### config.mk
export PLATFORM = sky130hd
export DESIGN_NAME = doubly_linked_list_manager_flat
export DESIGN_NICKNAME = d
export VERILOG_FILES = /design/src/hdl/dllm_pkg.sv /design/src/hdl/dllm_if.sv /design/src/hdl/dllm_list_core.sv /design/src/hdl/doubly_linked_list_manager.sv /design/src/flat_wrapper.sv
export SDC_FILE = /design/constraint.sdc
export NUM_CORES = 1
export LEC_CHECK = 0
export BUFFER_PORTS_ARGS = -buffer_cell sky130_fd_sc_hd__buf_2
export CAP_MARGIN = 10
export CORE_MARGIN = 1
export CORE_UTILIZATION = 35
export DETAILED_ROUTE_END_ITERATION = 12
export PLACE_DENSITY = 0.47
export RECOVER_POWER = 100
export SYNTH_ARGS = -nofsm -noshare
export SYNTH_HDL_FRONTEND = slang
export SYNTH_SLANG_ARGS = --single-unit
export TNS_END_PERCENT = 50
### constraint.sdc
create_clock -name i_clk -period 3.8 [get_ports i_clk]
set_input_delay 0 -clock i_clk [delete_from_list [all_inputs] [get_ports i_clk]]
set_output_delay 0 -clock i_clk [all_outputs]
set_load 0.03 [all_outputs]
### src/hdl/dllm_pkg.sv
package dllm_pkg;

    // Fixed field widths of the item channels
    localparam int ACTION_W = 3;
    localparam int ENTRY_W  = 4;

    // Action codes carried by an input item
    typedef enum logic [ACTION_W-1:0] {
        ACT_PUSH_FRONT = 3'd0,
        ACT_PUSH_BACK  = 3'd1,
        ACT_POP_FRONT  = 3'd2,
        ACT_POP_BACK   = 3'd3,
        ACT_REMOVE     = 3'd4
    } t_action;

    // One result item
    typedef struct packed {
        logic [ENTRY_W-1:0] popped_entry;
        logic               popped_valid;
        logic               error_flag;
        logic               list_empty;
    } t_result;

endpackage

### src/hdl/dllm_if.sv
interface dllm_in_if
    import dllm_pkg::*;
();
    logic                valid;
    logic                ready;
    logic [ACTION_W-1:0] action;
    logic [ENTRY_W-1:0]  entry_index;

    modport source (output valid, output action, output entry_index, input ready);
    modport sink   (input valid, input action, input entry_index, output ready);
endinterface

interface dllm_out_if
    import dllm_pkg::*;
();
    logic               valid;
    logic               ready;
    logic [ENTRY_W-1:0] popped_entry;
    logic               popped_valid;
    logic               error_flag;
    logic               list_empty;

    modport source (output valid, output popped_entry, output popped_valid,
                     output error_flag, output list_empty, input ready);
    modport sink   (input valid, input popped_entry, input popped_valid,
                     input error_flag, input list_empty, output ready);
endinterface

### src/hdl/dllm_list_core.sv
module dllm_list_core
    import dllm_pkg::*;
#(
    parameter int SLOT_COUNT = 16
) (
    input  logic                i_clk,
    input  logic                i_rst_n,
    input  logic                i_fire,
    input  logic [ACTION_W-1:0] i_action,
    input  logic [ENTRY_W-1:0]  i_entry,
    output t_result             o_res
);

    localparam int IW = $clog2(SLOT_COUNT + 1);
    localparam logic [IW-1:0] HEAD = IW'(SLOT_COUNT);

    // Link arrays (head sentinel at index SLOT_COUNT) and membership bits
    logic [IW-1:0] r_next [SLOT_COUNT+1];
    logic [IW-1:0] r_prev [SLOT_COUNT+1];
    logic          r_member [SLOT_COUNT];

    // Two write ports per link array; addresses never collide within one item
    logic          nx_we0, nx_we1, pv_we0, pv_we1;
    logic [IW-1:0] nx_wa0, nx_wa1, pv_wa0, pv_wa1;
    logic [IW-1:0] nx_wd0, nx_wd1, pv_wd0, pv_wd1;
    logic          mem_we, mem_wd;
    logic [IW-1:0] mem_wa;

    logic [IW-1:0] e_idx, head_n, head_p, sel, sel_n, sel_p, new_head_n;
    logic          in_pool, is_member, empty_now;

    assign e_idx     = IW'(i_entry);
    assign in_pool   = 32'(i_entry) < 32'(SLOT_COUNT);
    assign is_member = in_pool && r_member[e_idx[$clog2(SLOT_COUNT)-1:0]];
    assign head_n    = r_next[HEAD];
    assign head_p    = r_prev[HEAD];
    assign empty_now = (head_n == HEAD);

    // Neighbors of the slot a pop or remove takes out
    always_comb begin
        unique case (i_action)
            ACT_POP_FRONT: sel = head_n;
            ACT_POP_BACK:  sel = head_p;
            default:       sel = e_idx;
        endcase
    end
    assign sel_n = r_next[sel];
    assign sel_p = r_prev[sel];

    // Decode the action into link writes and a result
    always_comb begin
        nx_we0 = 1'b0; nx_wa0 = HEAD; nx_wd0 = HEAD;
        nx_we1 = 1'b0; nx_wa1 = HEAD; nx_wd1 = HEAD;
        pv_we0 = 1'b0; pv_wa0 = HEAD; pv_wd0 = HEAD;
        pv_we1 = 1'b0; pv_wa1 = HEAD; pv_wd1 = HEAD;
        mem_we = 1'b0; mem_wa = e_idx; mem_wd = 1'b0;
        o_res  = '0;
        unique case (i_action)
            ACT_PUSH_FRONT, ACT_PUSH_BACK: begin
                if (!in_pool || is_member) begin
                    o_res.error_flag = 1'b1;
                end else begin
                    // attach e between p and n
                    nx_we0 = 1'b1; nx_wa0 = e_idx;
                    pv_we0 = 1'b1; pv_wa0 = e_idx;
                    nx_we1 = 1'b1; nx_wd1 = e_idx;
                    pv_we1 = 1'b1; pv_wd1 = e_idx;
                    if (i_action == ACT_PUSH_FRONT) begin
                        nx_wd0 = head_n; pv_wd0 = HEAD;
                        pv_wa1 = head_n; nx_wa1 = HEAD;
                    end else begin
                        nx_wd0 = HEAD;   pv_wd0 = head_p;
                        pv_wa1 = HEAD;   nx_wa1 = head_p;
                    end
                    mem_we = 1'b1; mem_wd = 1'b1;
                end
            end
            ACT_POP_FRONT, ACT_POP_BACK, ACT_REMOVE: begin
                if ((i_action == ACT_REMOVE) ? !is_member : empty_now) begin
                    o_res.error_flag = 1'b1;
                end else begin
                    // detach sel
                    pv_we0 = 1'b1; pv_wa0 = sel_n; pv_wd0 = sel_p;
                    nx_we0 = 1'b1; nx_wa0 = sel_p; nx_wd0 = sel_n;
                    mem_we = 1'b1; mem_wa = sel; mem_wd = 1'b0;
                    if (i_action != ACT_REMOVE) begin
                        o_res.popped_entry = ENTRY_W'(sel);
                        o_res.popped_valid = 1'b1;
                    end
                end
            end
            default: o_res.error_flag = 1'b1;
        endcase
        // head's forward link after this item
        new_head_n = head_n;
        if (nx_we0 && nx_wa0 == HEAD) new_head_n = nx_wd0;
        if (nx_we1 && nx_wa1 == HEAD) new_head_n = nx_wd1;
        o_res.list_empty = (new_head_n == HEAD);
    end

    // State update on a committed item
    always_ff @(posedge i_clk) begin
        if (!i_rst_n) begin
            for (int i = 0; i <= SLOT_COUNT; i++) begin
                r_next[i] <= HEAD;
                r_prev[i] <= HEAD;
            end
            for (int i = 0; i < SLOT_COUNT; i++) r_member[i] <= 1'b0;
        end else if (i_fire) begin
            if (nx_we0) r_next[nx_wa0] <= nx_wd0;
            if (nx_we1) r_next[nx_wa1] <= nx_wd1;
            if (pv_we0) r_prev[pv_wa0] <= pv_wd0;
            if (pv_we1) r_prev[pv_wa1] <= pv_wd1;
            if (mem_we) r_member[mem_wa[$clog2(SLOT_COUNT)-1:0]] <= mem_wd;
        end
    end

endmodule

### src/hdl/doubly_linked_list_manager.sv
// Doubly linked list manager: a circular list over a pool of entry slots.
// i_item (sink): action (push front/back, pop front/back, remove) and an
//   entry index; an item is taken at an edge with valid and ready high.
// o_result (source): popped entry, popped valid, error flag and whether the
//   list is empty after the item; exactly one result per input item.
// Path: an accepted item is captured in the input register, then applied to
//   the link state and its result registered when the execute stage moves.
// Throughput: one item per cycle while results are taken; each item reads and
//   rewrites the neighbor links held in flops within the execute stage.
// Stall: while a result waits, one more item may enter the input register;
//   ready then drops until the result is taken. Nothing is lost or repeated.
// Reset (synchronous, active low): the list is empty, all membership bits
//   clear, both stages empty.
module doubly_linked_list_manager
    import dllm_pkg::*;
#(
    parameter int SLOT_COUNT = 16
) (
    input  logic        i_clk,
    input  logic        i_rst_n,
    dllm_in_if.sink     i_item,
    dllm_out_if.source  o_result
);

    logic                r_in_valid, r_out_valid;
    logic [ACTION_W-1:0] r_in_action;
    logic [ENTRY_W-1:0]  r_in_entry;
    t_result             r_out, core_res;
    logic                advance;

    // Execute stage moves when the result register is free or being drained
    assign advance      = r_in_valid && (!r_out_valid || o_result.ready);
    assign i_item.ready = !r_in_valid || advance;

    // Input register
    always_ff @(posedge i_clk) begin
        if (!i_rst_n) begin
            r_in_valid <= 1'b0;
        end else if (i_item.ready) begin
            r_in_valid <= i_item.valid;
        end
    end

    always_ff @(posedge i_clk) begin
        if (i_item.valid && i_item.ready) begin
            r_in_action <= i_item.action;
            r_in_entry  <= i_item.entry_index;
        end
    end

    dllm_list_core #(.SLOT_COUNT(SLOT_COUNT)) u_core (
        .i_clk   (i_clk),
        .i_rst_n (i_rst_n),
        .i_fire  (advance),
        .i_action(r_in_action),
        .i_entry (r_in_entry),
        .o_res   (core_res)
    );

    // Result register
    always_ff @(posedge i_clk) begin
        if (!i_rst_n) begin
            r_out_valid <= 1'b0;
        end else if (advance) begin
            r_out_valid <= 1'b1;
        end else if (o_result.ready) begin
            r_out_valid <= 1'b0;
        end
    end

    always_ff @(posedge i_clk) begin
        if (advance) r_out <= core_res;
    end

    assign o_result.valid        = r_out_valid;
    assign o_result.popped_entry = r_out.popped_entry;
    assign o_result.popped_valid = r_out.popped_valid;
    assign o_result.error_flag   = r_out.error_flag;
    assign o_result.list_empty   = r_out.list_empty;

endmodule

### src/flat_wrapper.sv
// flat-port wrapper written by rule: the top's interface ports become plain ports
module doubly_linked_list_manager_flat import dllm_pkg::*;
#(
    parameter int SLOT_COUNT = 16
)
  (i_clk, i_rst_n, i_item_valid, i_item_action, i_item_entry_index, i_item_ready, o_result_valid, o_result_popped_entry, o_result_popped_valid, o_result_error_flag, o_result_list_empty, o_result_ready);
  dllm_in_if i_item_i ();
  dllm_out_if o_result_i ();
  input  logic i_clk;
  input  logic i_rst_n;
  input wire logic [$bits(i_item_i.valid)-1:0] i_item_valid;
  input wire logic [$bits(i_item_i.action)-1:0] i_item_action;
  input wire logic [$bits(i_item_i.entry_index)-1:0] i_item_entry_index;
  output wire logic [$bits(i_item_i.ready)-1:0] i_item_ready;
  output wire logic [$bits(o_result_i.valid)-1:0] o_result_valid;
  output wire logic [$bits(o_result_i.popped_entry)-1:0] o_result_popped_entry;
  output wire logic [$bits(o_result_i.popped_valid)-1:0] o_result_popped_valid;
  output wire logic [$bits(o_result_i.error_flag)-1:0] o_result_error_flag;
  output wire logic [$bits(o_result_i.list_empty)-1:0] o_result_list_empty;
  input wire logic [$bits(o_result_i.ready)-1:0] o_result_ready;
  assign i_item_i.valid = i_item_valid;
  assign i_item_i.action = i_item_action;
  assign i_item_i.entry_index = i_item_entry_index;
  assign i_item_ready = i_item_i.ready;
  assign o_result_valid = o_result_i.valid;
  assign o_result_popped_entry = o_result_i.popped_entry;
  assign o_result_popped_valid = o_result_i.popped_valid;
  assign o_result_error_flag = o_result_i.error_flag;
  assign o_result_list_empty = o_result_i.list_empty;
  assign o_result_i.ready = o_result_ready;
  doubly_linked_list_manager #(.SLOT_COUNT(SLOT_COUNT)) u_core (.i_clk(i_clk), .i_rst_n(i_rst_n), .i_item(i_item_i), .o_result(o_result_i));
endmodule
==> impl_results.md <==
- Number of synthesized register bits: 356
- Worst-path clk slew: 0.06 ns
- First-pass GRT wire length: 114,300 um
- Total design power: 0.01082 W
- Grt ovf: 0
- Synthesis warning total: 0
- Ys flop type: edfxtp_1
- Critical Path Fanout Max: 17
- Max-cap violations: 0
- Final hold violations: 0
- Worst Slack Setup Final: -0.1190 ns
- Core area: 0.05255 mm2
- Layout cells sized above 1: 38.74%
- Asr flop ratio synth: 0%
- Main area contributors after synthesis: edfxtp_1 (54%), o21ai_0 (4.7%), o22ai_1 (4.7%)
- Avg WL per Cell: 27.65 um
- Final nets: 2,186
- IO buf count: 19
- Beginning of the critical path: u_core.r_in_action[2]
- DRC: 0
- Crit end category: register
- Crit path kind: reg2reg
- Run status: finished, violations left
- RR Endpoint: u_core.u_core.r_next[1][0]
- CP cell instances: nor2b_4, buf_6, buf_6, mux2_4, buf_6, a221oi_4, a211oi_2, a311oi_2, buf_4, and4_4, a21oi_4, buf_4, or4_4, buf_6, o22ai_2
- Setup TNS: -5.372 ns
- Syn Inst Count: 1,756
- CTS tree: built
- RSZ-0062 raised after global routing: true
- Die width: 232.5 um
- FP Rows: 84
- DRT antenna net count: 0
- Hold Path Class: in2reg
- R2R cell count: 15
- Routed wire length: 80,060 um
- Area growth, synth to finish: 45.83%
- Hold Slack: 0.1361 ns
- Clk root buf: clkbuf_16
- Worst Path Required: 4.20 ns
- Worst slew margin: 23.87%
- Count of cell types in the netlist: 68
- Initial antenna violation count: 0
- Final Instance Count excl. Fillers: 2,895
- Static Leak: 9.701 nW
- Top cell type's share of synthesized area: 53.93%
- Critical Path Sink: u_core.u_core.r_next[1][0]
- Max stage delay cell, worst path: or4_4
- Slew Viols, Final: 0
- Most used cell, CP: buf_6
- Area leader, netlist: edfxtp_1
- Starting Density: 35.39%
- Max incr delay on CP: 0.58 ns
- Failing checks: setup timing
- Most frequent cells in the layout: buf_4 (363), edfxtp_1 (334), nand2_1 (212)
- Startpoint types: register
- Mapped Area: 0.01860 mm2
- Die H: 232.5 um
- Arr. time, crit path: 4.32 ns
- DRT iter0 DRCs: 2,024
- Sequential element share of the synthesized area: 56.29%
- Power density cells: 399.0 mW/mm2
- Vias in the first global route: 16,690
- RePlAce Congestion: 0.9151
- H-tree levels: 2
- Synthesized net count: 1,767
- I/O pins: 20
- Die area: 0.05407 mm2
- DP HPWL: 53,510 um
- Fin Clk Skew: 0.01615 ns
- Via density: 6.070
- Post-synth EDFFs: 334
- Cells after DPL: 2,733
- Final period util: 103.1%
- Maximum VDD drop: 0.2833 mV
- Worst-Skew Late Latency: 0.58 ns
- Fmax: 255.2 MHz
- Overall Global Routing Usage: 29.01%
- Reg2reg setup slack: -0.12 ns
- Final min period: 3.919 ns
- Count of final setup violators: 142
- TritonRoute pass-1 iters: 5
- Bufs on Longest Clock Path: 3
- Worst r2r src: u_core.r_in_action[2]
- Largest net degree at the start of global routing: 65
- Synth Area per Inst: 10.59 um2
- Commonest non-fill, non-tap cell in the layout: buf_4
- ANT cells: 0
- Worst Tran Pin Value: 1.142 ns
- Clock Sinks: 356
- Via count: 17,570
- Total CTS buffers: 42
==> area by class of cell <==
cell class                      count  area (um2)
Multi-Input combinational cell   1229        9265
Clock buffer                       50        1112
Timing Repair Buffer              530        4964
Inverter                           16       70.07
Clock inverter                     26       376.6
Fill cell                        4629       25430
Sequential cell                   356       10470
Tap cell                          688       860.8
==> cell usage after synthesis (8+ instances only) <==
cell type    n
edfxtp_1   334
nand2_1    230
o21ai_0    174
o22ai_1    139
clkbuf_1   114
a21oi_1    100
nand3_1     82
mux2i_1     80
nor2_1      43
o21a_1      35
a211oi_1    29
buf_2       28
nand2b_1    27
nor3_1      27
a22oi_1     25
and3_1      25
dfxtp_1     22
and2_1      21
nor4_1      21
nand4_1     18
a221oi_1    16
inv_1       16
nand3b_1    14
a21boi_0    12
mux4_2       9
o221ai_1     9
o31ai_1      9
buf_1        8
==> cells by family after synthesis <==
| family | share of synthesized area, % |
|---|---|
| buf+inv | 3.781 |
| flops | 56.29 |
| mux | 5.974 |
| simple gates | 14.40 |
| compound gates | 19.56 |
==> where the power goes <==
part	internal [W]	switching (W)	leakage (nW)
clock	0.00271	0.00171	0.709
combinational	0.000832	0.00116	5.66
sequential	0.00437	0.0000402	3.33
total	0.00791	0.00291	9.70
==> state kept, by name (all words and copies together), names as in the netlist, named ones only <==
| name | flops |
|---|---|
| u_core.o_result.error_flag | 1 |
| u_core.o_result.popped_valid | 1 |
| u_core.u_core.r_member | 16 |
| u_core.u_core.r_prev | 160 |
| u_core.u_core.r_next | 160 |
| u_core.o_result.valid | 1 |
| u_core.r_in_action | 3 |
| u_core.o_result.list_empty | 1 |
| u_core.o_result.popped_entry | 4 |
| u_core.r_in_entry | 4 |
| u_core.r_in_valid | 1 |
==> how the worst min path moves through the flow <==
stage	startpoint	to	slack [ns]	cells after the start
floorplan	i_item_action[0]	u_core.r_in_action[0]	0.1	0
global placement	i_item_action[1]	u_core.r_in_action[1]	0.19	1
detailed placement	i_item_action[2]	u_core.r_in_action[2]	0.18	1
CTS	i_item_action[2]	u_core.r_in_action[2]	0.12	2
global route	i_item_action[2]	u_core.r_in_action[2]	0.16	2
finish	i_item_action[2]	u_core.r_in_action[2]	0.14	2
==> metal layers <==
layer | global-route usage [%] | wire [um]
met1 | 41.76 | 35010
met2 | 44.44 | 35640
met3 | 4.877 | 7005
met4 | 8.721 | 2399
met5 | 0 | 0
==> worst max-delay path: cells and delay by family (launching register included) <==
family | cells | cell delay [ns]
compound gates | 5 | 0.93
mux | 1 | 0.37
simple gates | 3 | 1.05
buf+inv | 6 | 0.91
flops | 1 | 0.45
==> timing repair <==
action                                 in CTS  in global routing
setup endpoints to repair                 554                508
endpoints found under the hold margin      22                  0
gates cloned                                3                  3
hold buffers                               11                  0
pin swaps                                  43                 77
gates resized for setup                   168                259
buffers inserted                           39                 44
==> stage by stage <==
step                      cell area (um2)  worst slack (ns)  util, %
after global placement              22740           -0.5847    43.27
after global routing                27120           -0.1940    51.61
final                               27120           -0.1190    51.61
after CTS                           25590          -0.08480    48.69
after floorplan                     18610           -0.1199        -
after detailed placement            22740           -0.6048    43.27
Note: power is estimated with default switching activity, not from simulation.
